==> config.mk <==
export PLATFORM = sky130hd
export DESIGN_NAME = at_response_line_classifier
export DESIGN_NICKNAME = d
export VERILOG_FILES = /design/src/hdl/at_rlc_pkg.sv /design/src/hdl/at_response_line_classifier.sv /design/src/hdl/at_rlc_line_match.sv /design/src/hdl/at_rlc_notice_parser.sv
export VERILOG_INCLUDE_DIRS = /design/src /design/src/hdl
export SDC_FILE = /design/constraint.sdc
export NUM_CORES = 1
export LEC_CHECK = 0
export BUFFER_PORTS_ARGS = -buffer_cell sky130_fd_sc_hd__buf_4
export CORE_ASPECT_RATIO = 1.4
export CORE_UTILIZATION = 55
export CTS_CLUSTER_DIAMETER = 30
export DETAILED_ROUTE_END_ITERATION = 6
export GPL_ROUTABILITY_DRIVEN = 0
export GPL_TIMING_DRIVEN = 0
export PLACE_DENSITY = 0.74
export SLEW_MARGIN = 15
export SYNTH_ARGS = -nofsm -noshare
export SYNTH_HDL_FRONTEND = slang
export SYNTH_SLANG_ARGS = --single-unit
export TNS_END_PERCENT = 50
==> constraint.sdc <==
create_clock -name clk_i -period 10.29 [get_ports clk_i]
set_clock_uncertainty 0.15 [all_clocks]
set_input_delay 1.029 -clock clk_i [delete_from_list [all_inputs] [get_ports clk_i]]
set_output_delay 1.029 -clock clk_i [all_outputs]
set_load 0.01 [all_outputs]
==> src/hdl/at_response_line_classifier_defines.svh <==
// Assertion macros used by the line classifier top level.
`ifndef AT_RESPONSE_LINE_CLASSIFIER_DEFINES_SVH
`define AT_RESPONSE_LINE_CLASSIFIER_DEFINES_SVH

// Same-cycle implication, checked only out of reset.
`define ATRLC_ASSERT_NOW(label, clk, rst_n, ante, cons) \
  label: assert property (@(posedge clk) disable iff (!(rst_n)) (ante) |-> (cons)) \
    else $error("at_rlc: same-cycle check failed");

// Next-cycle implication, checked only out of reset.
`define ATRLC_ASSERT_NEXT(label, clk, rst_n, ante, cons) \
  label: assert property (@(posedge clk) disable iff (!(rst_n)) (ante) |=> (cons)) \
    else $error("at_rlc: next-cycle check failed");

`endif

==> src/hdl/at_rlc_pkg.sv <==
`timescale 1ns / 1ps
`default_nettype none

package at_rlc_pkg;

  // Number of sockets a pending-bytes notice may name (1 to 8).
  localparam int unsigned SOCKET_COUNT = 8;

  localparam int unsigned PAT_COUNT = 8;
  localparam int unsigned PAT_MAX_LEN = 11;
  localparam int unsigned POS_W = 4;
  localparam int unsigned ACC_W = 16;

  typedef logic [POS_W-1:0] pos_t;
  typedef logic [ACC_W-1:0] acc_t;

  // Pattern text, first character in slot 0, zero padded.
  localparam logic [0:PAT_MAX_LEN-1][7:0] PAT_AT      = {"AT", 72'h0};
  localparam logic [0:PAT_MAX_LEN-1][7:0] PAT_OK      = {"OK", 72'h0};
  localparam logic [0:PAT_MAX_LEN-1][7:0] PAT_ERROR   = {"ERROR", 48'h0};
  localparam logic [0:PAT_MAX_LEN-1][7:0] PAT_CME     = "+CME ERROR:";
  localparam logic [0:PAT_MAX_LEN-1][7:0] PAT_CMS     = "+CMS ERROR:";
  localparam logic [0:PAT_MAX_LEN-1][7:0] PAT_AT_SIGN = {"@", 80'h0};
  localparam logic [0:PAT_MAX_LEN-1][7:0] PAT_GT      = {">", 80'h0};
  localparam logic [0:PAT_MAX_LEN-1][7:0] PAT_NOTICE  = {"+UUSORD:", 24'h0};

  localparam logic [PAT_COUNT-1:0][0:PAT_MAX_LEN-1][7:0] PAT_TEXT = {
    PAT_NOTICE, PAT_GT, PAT_AT_SIGN, PAT_CMS, PAT_CME, PAT_ERROR, PAT_OK, PAT_AT
  };
  localparam logic [PAT_COUNT-1:0][POS_W-1:0] PAT_LEN = {
    4'd8, 4'd1, 4'd1, 4'd11, 4'd11, 4'd5, 4'd2, 4'd2
  };

  localparam logic [2:0] PAT_IDX_AT      = 3'd0;
  localparam logic [2:0] PAT_IDX_OK      = 3'd1;
  localparam logic [2:0] PAT_IDX_ERROR   = 3'd2;
  localparam logic [2:0] PAT_IDX_CME     = 3'd3;
  localparam logic [2:0] PAT_IDX_CMS     = 3'd4;
  localparam logic [2:0] PAT_IDX_AT_SIGN = 3'd5;
  localparam logic [2:0] PAT_IDX_GT      = 3'd6;
  localparam logic [2:0] PAT_IDX_NOTICE  = 3'd7;

  localparam logic [7:0] CH_LF    = 8'd10;
  localparam logic [7:0] CH_CR    = 8'd13;
  localparam logic [7:0] CH_SPACE = 8'd32;
  localparam logic [7:0] CH_TAB   = 8'd9;
  localparam logic [7:0] CH_VT    = 8'd11;
  localparam logic [7:0] CH_FF    = 8'd12;
  localparam logic [7:0] CH_PLUS  = 8'd43;
  localparam logic [7:0] CH_COMMA = 8'd44;
  localparam logic [7:0] CH_ZERO  = 8'd48;
  localparam logic [7:0] CH_NINE  = 8'd57;

  typedef enum logic [2:0] {
    CLS_ECHO   = 3'd0,
    CLS_OK     = 3'd1,
    CLS_ERROR  = 3'd2,
    CLS_PROMPT = 3'd3,
    CLS_OTHER  = 3'd4
  } line_class_e;

  // One accepted character beat.
  typedef struct packed {
    logic       accept;
    logic [7:0] char_code;
    logic       eol;
  } beat_t;

  // Line class for the line that ends on this beat.
  typedef struct packed {
    logic        nonempty;
    line_class_e cls;
  } line_res_t;

  // Notice fields for the line that ends on this beat.
  typedef struct packed {
    logic       valid;
    logic [2:0] socket;
    acc_t       pending;
  } notice_res_t;

  function automatic logic is_term(input logic [7:0] c);
    return (c == CH_LF) || (c == CH_CR);
  endfunction

  function automatic logic is_blank(input logic [7:0] c);
    return (c == CH_SPACE) || (c == CH_TAB) || (c == CH_VT) || (c == CH_FF);
  endfunction

  function automatic logic is_digit(input logic [7:0] c);
    return (c >= CH_ZERO) && (c <= CH_NINE);
  endfunction

  // Character at position pos of pattern k differs from c (only within its length).
  function automatic logic pat_miss(input logic [2:0] k, input pos_t pos,
                                    input logic [7:0] c);
    logic       in_len;
    logic [3:0] idx;
    in_len = pos < PAT_LEN[k];
    idx    = in_len ? pos : 4'd0;
    return in_len && (PAT_TEXT[k][idx] != c);
  endfunction

  // acc * 10 + d, saturating at the accumulator maximum.
  function automatic acc_t add_digit(input acc_t acc, input logic [3:0] d);
    logic [ACC_W+3:0] v;
    v = ({4'd0, acc} << 3) + ({4'd0, acc} << 1) + {{ACC_W{1'b0}}, d};
    return (v > {4'd0, {ACC_W{1'b1}}}) ? {ACC_W{1'b1}} : v[ACC_W-1:0];
  endfunction

endpackage

`default_nettype wire

==> src/hdl/at_response_line_classifier.sv <==
`timescale 1ns / 1ps
`default_nettype none
`include "at_response_line_classifier_defines.svh"

// Channel   Handshake              Payload
// -------   --------------------   -----------------------------------------------
// input     in_valid_i/in_ready_o  char_code_i[7:0], end_of_line_i
// output    out_valid_o/out_ready_i line_class_o[2:0], notice_valid_o,
//                                   notice_socket_o[2:0], notice_pending_o[15:0]
//
// One character beat is taken per cycle while in_ready_o is high; a non-empty line's
// result appears in the output register in the cycle after the beat that carries end_of_line.
// The per-line state (prefix flags, notice parser, accumulators) updates on the
// accepting edge, so the next beat can follow directly.
// Reset (rst_ni low) clears the line state and empties the output register.
// A result waiting in the output register stalls the input only when the sink
// holds out_ready_i low; the input is ready again in the cycle the result leaves.
// CR and LF beats carry no character but still end a line when flagged.
module at_response_line_classifier import at_rlc_pkg::*; (
  input  wire logic        clk_i,
  input  wire logic        rst_ni,
  input  wire logic        in_valid_i,
  output      logic        in_ready_o,
  input  wire logic [7:0]  char_code_i,
  input  wire logic        end_of_line_i,
  output      logic        out_valid_o,
  input  wire logic        out_ready_i,
  output      logic [2:0]  line_class_o,
  output      logic        notice_valid_o,
  output      logic [2:0]  notice_socket_o,
  output      logic [15:0] notice_pending_o
);

  beat_t       beat;
  pos_t        pos;
  line_res_t   line_res;
  notice_res_t notice_res;
  logic        emit;

  logic        out_valid_q, out_valid_d;
  line_class_e cls_q;
  notice_res_t notice_q;

  // Take a beat whenever the output slot is free or is being drained.
  assign in_ready_o     = !out_valid_q || out_ready_i;
  assign beat.accept    = in_valid_i && in_ready_o;
  assign beat.char_code = char_code_i;
  assign beat.eol       = end_of_line_i;

  at_rlc_line_match u_line_match (
    .clk_i  (clk_i),
    .rst_ni (rst_ni),
    .beat_i (beat),
    .pos_o  (pos),
    .res_o  (line_res)
  );

  at_rlc_notice_parser u_notice_parser (
    .clk_i  (clk_i),
    .rst_ni (rst_ni),
    .beat_i (beat),
    .pos_i  (pos),
    .res_o  (notice_res)
  );

  // A line yields a result only if it held at least one kept character.
  assign emit = beat.accept && beat.eol && line_res.nonempty;

  always_comb begin
    out_valid_d = out_valid_q;
    if (emit) begin
      out_valid_d = 1'b1;
    end else if (out_ready_i) begin
      out_valid_d = 1'b0;
    end
  end

  always_ff @(posedge clk_i or negedge rst_ni) begin
    if (!rst_ni) begin
      out_valid_q <= 1'b0;
    end else begin
      out_valid_q <= out_valid_d;
    end
  end

  // Hold the result payload until the next line result loads.
  always_ff @(posedge clk_i) begin
    if (emit) begin
      cls_q    <= line_res.cls;
      notice_q <= notice_res;
    end
  end

  assign out_valid_o      = out_valid_q;
  assign line_class_o     = cls_q;
  assign notice_valid_o   = notice_q.valid;
  assign notice_socket_o  = notice_q.socket;
  assign notice_pending_o = notice_q.pending;

  `ATRLC_ASSERT_NEXT(a_emit_shows, clk_i, rst_ni, emit, out_valid_o)
  `ATRLC_ASSERT_NOW(a_no_overwrite, clk_i, rst_ni, out_valid_o && !out_ready_i, !in_ready_o)
  `ATRLC_ASSERT_NOW(a_notice_zero, clk_i, rst_ni, out_valid_o && !notice_valid_o,
                    (notice_socket_o == 3'd0) && (notice_pending_o == 16'd0))
  `ATRLC_ASSERT_NOW(a_class_range, clk_i, rst_ni, out_valid_o,
                    line_class_o <= CLS_OTHER)
  `ATRLC_ASSERT_NEXT(a_no_phantom, clk_i, rst_ni, !emit && (!out_valid_o || out_ready_i),
                     !out_valid_o)

endmodule

`default_nettype wire

==> src/hdl/at_rlc_line_match.sv <==
`timescale 1ns / 1ps
`default_nettype none

// Prefix tracking for the reply patterns and line classification.
module at_rlc_line_match import at_rlc_pkg::*; (
  input  wire logic      clk_i,
  input  wire logic      rst_ni,
  input  wire beat_t     beat_i,
  output      pos_t      pos_o,
  output      line_res_t res_o
);

  localparam int unsigned LINE_PATS = PAT_COUNT - 1;

  pos_t                 pos_q, pos_d;
  logic [LINE_PATS-1:0] alive_q, alive_d;
  logic                 nonempty_q, nonempty_d;
  logic [LINE_PATS-1:0] hit;
  line_class_e          cls;

  always_comb begin
    pos_d      = pos_q;
    alive_d    = alive_q;
    nonempty_d = nonempty_q;
    if (!is_term(beat_i.char_code)) begin
      for (int k = 0; k < LINE_PATS; k++) begin
        if (pat_miss(3'(k), pos_q, beat_i.char_code)) begin
          alive_d[k] = 1'b0;
        end
      end
      nonempty_d = 1'b1;
      if (pos_q != {POS_W{1'b1}}) begin
        pos_d = pos_q + 1'b1;
      end
    end
  end

  always_comb begin
    for (int k = 0; k < LINE_PATS; k++) begin
      hit[k] = alive_d[k] && (pos_d >= PAT_LEN[k]);
    end
    priority if (hit[PAT_IDX_AT]) begin
      cls = CLS_ECHO;
    end else if (hit[PAT_IDX_OK]) begin
      cls = CLS_OK;
    end else if (hit[PAT_IDX_ERROR] || hit[PAT_IDX_CME] || hit[PAT_IDX_CMS]) begin
      cls = CLS_ERROR;
    end else if (hit[PAT_IDX_AT_SIGN] || hit[PAT_IDX_GT]) begin
      cls = CLS_PROMPT;
    end else begin
      cls = CLS_OTHER;
    end
  end

  assign res_o.nonempty = nonempty_d;
  assign res_o.cls      = cls;
  assign pos_o          = pos_q;

  // Advance on every accepted beat, restart the line after its end-of-line beat.
  always_ff @(posedge clk_i or negedge rst_ni) begin
    if (!rst_ni) begin
      pos_q      <= '0;
      alive_q    <= '1;
      nonempty_q <= 1'b0;
    end else if (beat_i.accept) begin
      if (beat_i.eol) begin
        pos_q      <= '0;
        alive_q    <= '1;
        nonempty_q <= 1'b0;
      end else begin
        pos_q      <= pos_d;
        alive_q    <= alive_d;
        nonempty_q <= nonempty_d;
      end
    end
  end

endmodule

`default_nettype wire

==> src/hdl/at_rlc_notice_parser.sv <==
`timescale 1ns / 1ps
`default_nettype none

// Parser for the "+UUSORD: socket,count" pending-bytes notice.
module at_rlc_notice_parser import at_rlc_pkg::*; (
  input  wire logic        clk_i,
  input  wire logic        rst_ni,
  input  wire beat_t       beat_i,
  input  wire pos_t        pos_i,
  output      notice_res_t res_o
);

  typedef enum logic [7:0] {
    PH_LITERAL   = 8'b0000_0001,
    PH_SOCK_PRE  = 8'b0000_0010,
    PH_SOCK_SIGN = 8'b0000_0100,
    PH_SOCK_DIG  = 8'b0000_1000,
    PH_CNT_PRE   = 8'b0001_0000,
    PH_CNT_SIGN  = 8'b0010_0000,
    PH_CNT_DIG   = 8'b0100_0000,
    PH_DONE      = 8'b1000_0000
  } phase_e;

  phase_e     phase_q, phase_d;
  logic       alive_q, alive_d;
  acc_t       sock_q, sock_d;
  acc_t       cnt_q, cnt_d;
  logic [7:0] c;
  logic       digit;
  logic [3:0] dval;
  logic       valid;

  assign c     = beat_i.char_code;
  assign digit = is_digit(c);
  assign dval  = digit ? 4'(c - CH_ZERO) : 4'd0;

  always_comb begin
    phase_d = phase_q;
    alive_d = alive_q;
    sock_d  = sock_q;
    cnt_d   = cnt_q;
    if (!is_term(c)) begin
      if (pat_miss(PAT_IDX_NOTICE, pos_i, c)) begin
        alive_d = 1'b0;
      end
      unique case (phase_q)
        PH_LITERAL: begin
          if (!alive_d) begin
            phase_d = PH_DONE;
          end else if (pos_i == PAT_LEN[PAT_IDX_NOTICE] - 1'b1) begin
            phase_d = PH_SOCK_PRE;
          end
        end
        PH_SOCK_PRE, PH_CNT_PRE: begin
          if (is_blank(c)) begin
            phase_d = phase_q;
          end else if (c == CH_PLUS) begin
            phase_d = (phase_q == PH_SOCK_PRE) ? PH_SOCK_SIGN : PH_CNT_SIGN;
          end else if (digit) begin
            if (phase_q == PH_SOCK_PRE) begin
              sock_d  = ACC_W'(dval);
              phase_d = PH_SOCK_DIG;
            end else begin
              cnt_d   = ACC_W'(dval);
              phase_d = PH_CNT_DIG;
            end
          end else begin
            alive_d = 1'b0;
            phase_d = PH_DONE;
          end
        end
        PH_SOCK_SIGN, PH_CNT_SIGN: begin
          if (!digit) begin
            alive_d = 1'b0;
            phase_d = PH_DONE;
          end else if (phase_q == PH_SOCK_SIGN) begin
            sock_d  = ACC_W'(dval);
            phase_d = PH_SOCK_DIG;
          end else begin
            cnt_d   = ACC_W'(dval);
            phase_d = PH_CNT_DIG;
          end
        end
        PH_SOCK_DIG: begin
          if (digit) begin
            sock_d = add_digit(sock_q, dval);
          end else if (c == CH_COMMA) begin
            phase_d = PH_CNT_PRE;
          end else begin
            alive_d = 1'b0;
            phase_d = PH_DONE;
          end
        end
        PH_CNT_DIG: begin
          if (digit) begin
            cnt_d = add_digit(cnt_q, dval);
          end else begin
            phase_d = PH_DONE;
          end
        end
        PH_DONE: begin
          phase_d = PH_DONE;
        end
        default: begin
          phase_d = PH_DONE;
        end
      endcase
    end
  end

  assign valid = alive_d && ((phase_d == PH_CNT_DIG) || (phase_d == PH_DONE))
              && (sock_d < ACC_W'(SOCKET_COUNT));

  assign res_o.valid   = valid;
  assign res_o.socket  = valid ? sock_d[2:0] : 3'd0;
  assign res_o.pending = valid ? cnt_d : '0;

  always_ff @(posedge clk_i or negedge rst_ni) begin
    if (!rst_ni) begin
      phase_q <= PH_LITERAL;
      alive_q <= 1'b1;
      sock_q  <= '0;
      cnt_q   <= '0;
    end else if (beat_i.accept) begin
      if (beat_i.eol) begin
        phase_q <= PH_LITERAL;
        alive_q <= 1'b1;
        sock_q  <= '0;
        cnt_q   <= '0;
      end else begin
        phase_q <= phase_d;
        alive_q <= alive_d;
        sock_q  <= sock_d;
        cnt_q   <= cnt_d;
      end
    end
  end

endmodule

`default_nettype wire

==> impl_metrics.tcl <==
set metrics [dict create \
    violations "design-rule violations" \
    fmax_ghz 0.147 \
    synthXorXnorAreaFrac_pct 4.35 \
    drtIter0Drc 540 \
    dp_hpwl_um 16500 \
    fin_crit_ns 6.81 \
    pwr-share-comb_pct 31.4 \
    diodes 0 \
    yosysUniqueCellTypes 87 \
    fp-row-count 51 \
    synth-main-ff-cell "dfrtp_1" \
    ys.warnings.count 0 \
    drc_errors 1 \
    powerDensity_mw_per_mm2 122 \
    arrival_ns 6.81 \
    seq_area_frac_synth_pct 26.2 \
    path_class "input pin to register" \
    h-tree-depth 3 \
    crit_chain "buf_4 > nor3b_4 > and3_1 > buf_4 > clkbuf_1 > clkbuf_1 > nand2_1 > xnor2_1 > ha_1 > fa_1 > a211oi_1 > o21ai_0 > xor2_1 > o211ai_1 > o2111ai_1 > nor4_1 > o2111ai_1 > a211o_1 > or4_4 > buf_6 > a211oi_2" \
    synth_fa_ha_area_share_pct 12.3 \
    p_leak_nw 3.81 \
    seqCellArea_mm2 0.00205 \
    status "complete, but fails checks" \
    dp.cells 1152 \
    die_x_um 103 \
    p_sw_uw 370 \
    design_area_mm2 0.00868 \
    sw_frac_of_total_pct 34.8 \
    first_pass_iters 7 \
    chipHeight_um 143 \
    grt.total_usage_pct 30.9 \
    cp_slowest_cell "or4_4" \
    clockBufferDepth 2 \
    grt_max_degree 55 \
    gr-total-overflow 0 \
    syn_area_mm2 0.00785 \
    rsz0062_at_grt "false" \
    crit_required_ns 10.29 \
    multi_input_area_mm2 0.00542 \
    start_util_pct 56.4 \
    finalSetupTns_ns 0 \
    path_clk_slew_ns 0.07 \
    pwr-share-clk_pct 33.9 \
    synth_top_cell_area_share_pct 14.4 \
    drt_wl_total_um 22100 \
    cts.sinks 77 \
    fin_crit_sh_pct 66.1 \
    syn2layout_area_growth_pct 10.7 \
    ant_nets 0 \
    cap_violations 0 \
    worst_pin_slew_ns 1.02 \
    hold_viol 0 \
    grt_pass1_vias 7123 \
    ir_worst_vdd_mv 0.109 \
    postCtsSetupBuffers 0 \
    vias_per_cell 6.47 \
    path_max_fanout 10 \
    placed_cell_area_mm2 0.00835 \
    sequentialPowerShare_pct 34.6 \
    synth.most_common_cell "nand2_1" \
    synth_fp_nets 1020 \
    synth-edff-count 23 \
    yosys.area.top_type "dfrtp_1" \
    n_fill_cell 1278 \
    synth.area.top_cells "dfrtp_1 (14%), ha_1 (12%), edfxtp_1 (8.8%)" \
    power.internal_uw 693 \
    netlist_top_cells_count "nand2_1 (84), o21ai_0 (79), ha_1 (74)" \
    numCtsBuffers 9 \
    end_kind "register" \
    start_kind "input pin" \
    synthArstFlopShare_pct 70.1 \
    synth.ff_latch_count 77 \
    avgSynthCellArea_um2 8.43 \
    synthMuxAreaShare_pct 1.16 \
    clock_latency_ns 0.35 \
    nNetsFinal 1067 \
    synth_top_family_by_area "compound AO/OA/AOI/OAI gates" \
    synth_cells 931 \
    synth-compound-area-share_pct 29.1 \
    cts_hold_buf 0 \
    ctsResizeCount 0 \
    layout-drive-gt1-share_pct 13.8 \
    slew_violations 0 \
    power.total_mw 1.06 \
    io_pins 38 \
    root_buffer "clkbuf_16" \
    io_buffers 35 \
    grt_pass1_wl_um 35300 \
    stdcell_count 1168 \
    die_area_mm2 0.0148 \
    cts_tree "yes" \
    via_count 7558 \
    hold_path.class "register to register" \
    route.detailed.wl_per_inst_um 18.9 \
    finalWorstSetupSlack_ns 3.48 \
    slowest_delay_ns 0.56 \
    yosys.area_share.simple_pct 22.1 \
    place_ws_ns 3.20 \
    fp.coreArea_mm2 0.0139 \
    setup_viol 0 \
    antenna_found_initial 0 \
    maxSlewHeadroom_pct 31.1 \
]
routing by layer:
layer	global-route usage, %	share of wire [%]
met5	0	0
met4	15.6	4.5
met1	36.8	41
met2	54.0	50
met3	3.55	5.2
layout make-up:
| type | count | share of cell area [%] |
|---|---|---|
| clock inverters | 7 | 1.21 |
| well taps | 185 | 2.67 |
| repair buffers | 36 | 3.16 |
| inverters | 25 | 1.08 |
| plain buffers | 55 | 3.18 |
| flip-flops and latches | 77 | 23.6 |
| clock buffers | 9 | 2.59 |
| multi-input cells | 774 | 62.5 |
cells by family after synthesis:
kind of cell               after synthesis
muxes                                    9
AOI/OAI and AO/OA                      336
buffers and inverters                   80
DFF                                     77
adders and majority gates               76
and+or+nand+nor                        314
xor gates and xnor gates                39
power by group through the flow:
| stage | registers (mW) | clock network, mW | logic (mW) |
|---|---|---|---|
| 2_1_floorplan | 0.369 | 0 | 0.244 |
| 3_3_place_gp | 0.373 | 0 | 0.322 |
| 3_5_place_dp | 0.373 | 0 | 0.327 |
| 4_1_cts | 0.367 | 0.365 | 0.330 |
| 5_1_grt | 0.371 | 0.376 | 0.368 |
| 6_report | 0.368 | 0.360 | 0.334 |
registers in the layout, indices dropped and copies added (netlist names):
signal                   count
u_notice_parser.phase_q      8
out_valid_o                  1
u_notice_parser.sock_q      16
notice_socket_o              3
u_notice_parser.alive_q      1
u_line_match.alive_q         7
u_line_match.nonempty_q      1
u_line_match.pos_o           4
notice_valid_o               1
u_notice_parser.cnt_q       16
line_class_o                 3
notice_pending_o            16
path summary, 6_finish.rpt:
kind	from	slack [ns]	cells after the start	endpoint
setup / recovery	char_code_i[5]	3.48	21	notice_pending_o[13]
hold / removal	u_line_match.alive_q[4]	0.31	2	u_line_match.alive_q[4]
setup reg to reg	u_line_match.pos_o[0]	5.49	16	notice_pending_o[13]
hold reg to reg	u_line_match.alive_q[4]	0.31	2	u_line_match.alive_q[4]
max in group asynchronous	rst_ni	8.84	1	u_notice_parser.sock_q[6]
min in group asynchronous	rst_ni	0.58	1	u_notice_parser.phase_q[2]
metrics by stage:
step,hold slack (ns),util [%]
after floorplan,0.289,-
after global placement,0.303,59.9
after detailed placement,0.303,60.0
after CTS,0.314,62.4
after global routing,0.337,62.4
final,0.311,62.4
placed cells by master, fill, tap and decap left out, types with 16 or more instances in the layout:
| cell | n |
|---|---|
| nand2_1 | 84 |
| o21ai_0 | 79 |
| ha_1 | 74 |
| a21oi_1 | 73 |
| nor2_1 | 61 |
| dfrtp_1 | 45 |
| buf_4 | 39 |
| clkbuf_1 | 30 |
| nand3_1 | 28 |
| inv_1 | 24 |
| xnor2_1 | 23 |
| edfxtp_1 | 23 |
| o211ai_1 | 20 |
| a21o_1 | 19 |
| nor3_1 | 18 |
| o21a_1 | 17 |
| xor2_1 | 16 |
critical path, delay by kind of cell:
family / cells / cell delay (ns)
buf+inv: 5 / 1.36
fa+ha+maj: 2 / 0.84
simple gates: 5 / 1.50
xor+xnor: 2 / 0.41
compound gates: 7 / 1.65
Note: power is estimated with default switching activity, not from simulation.
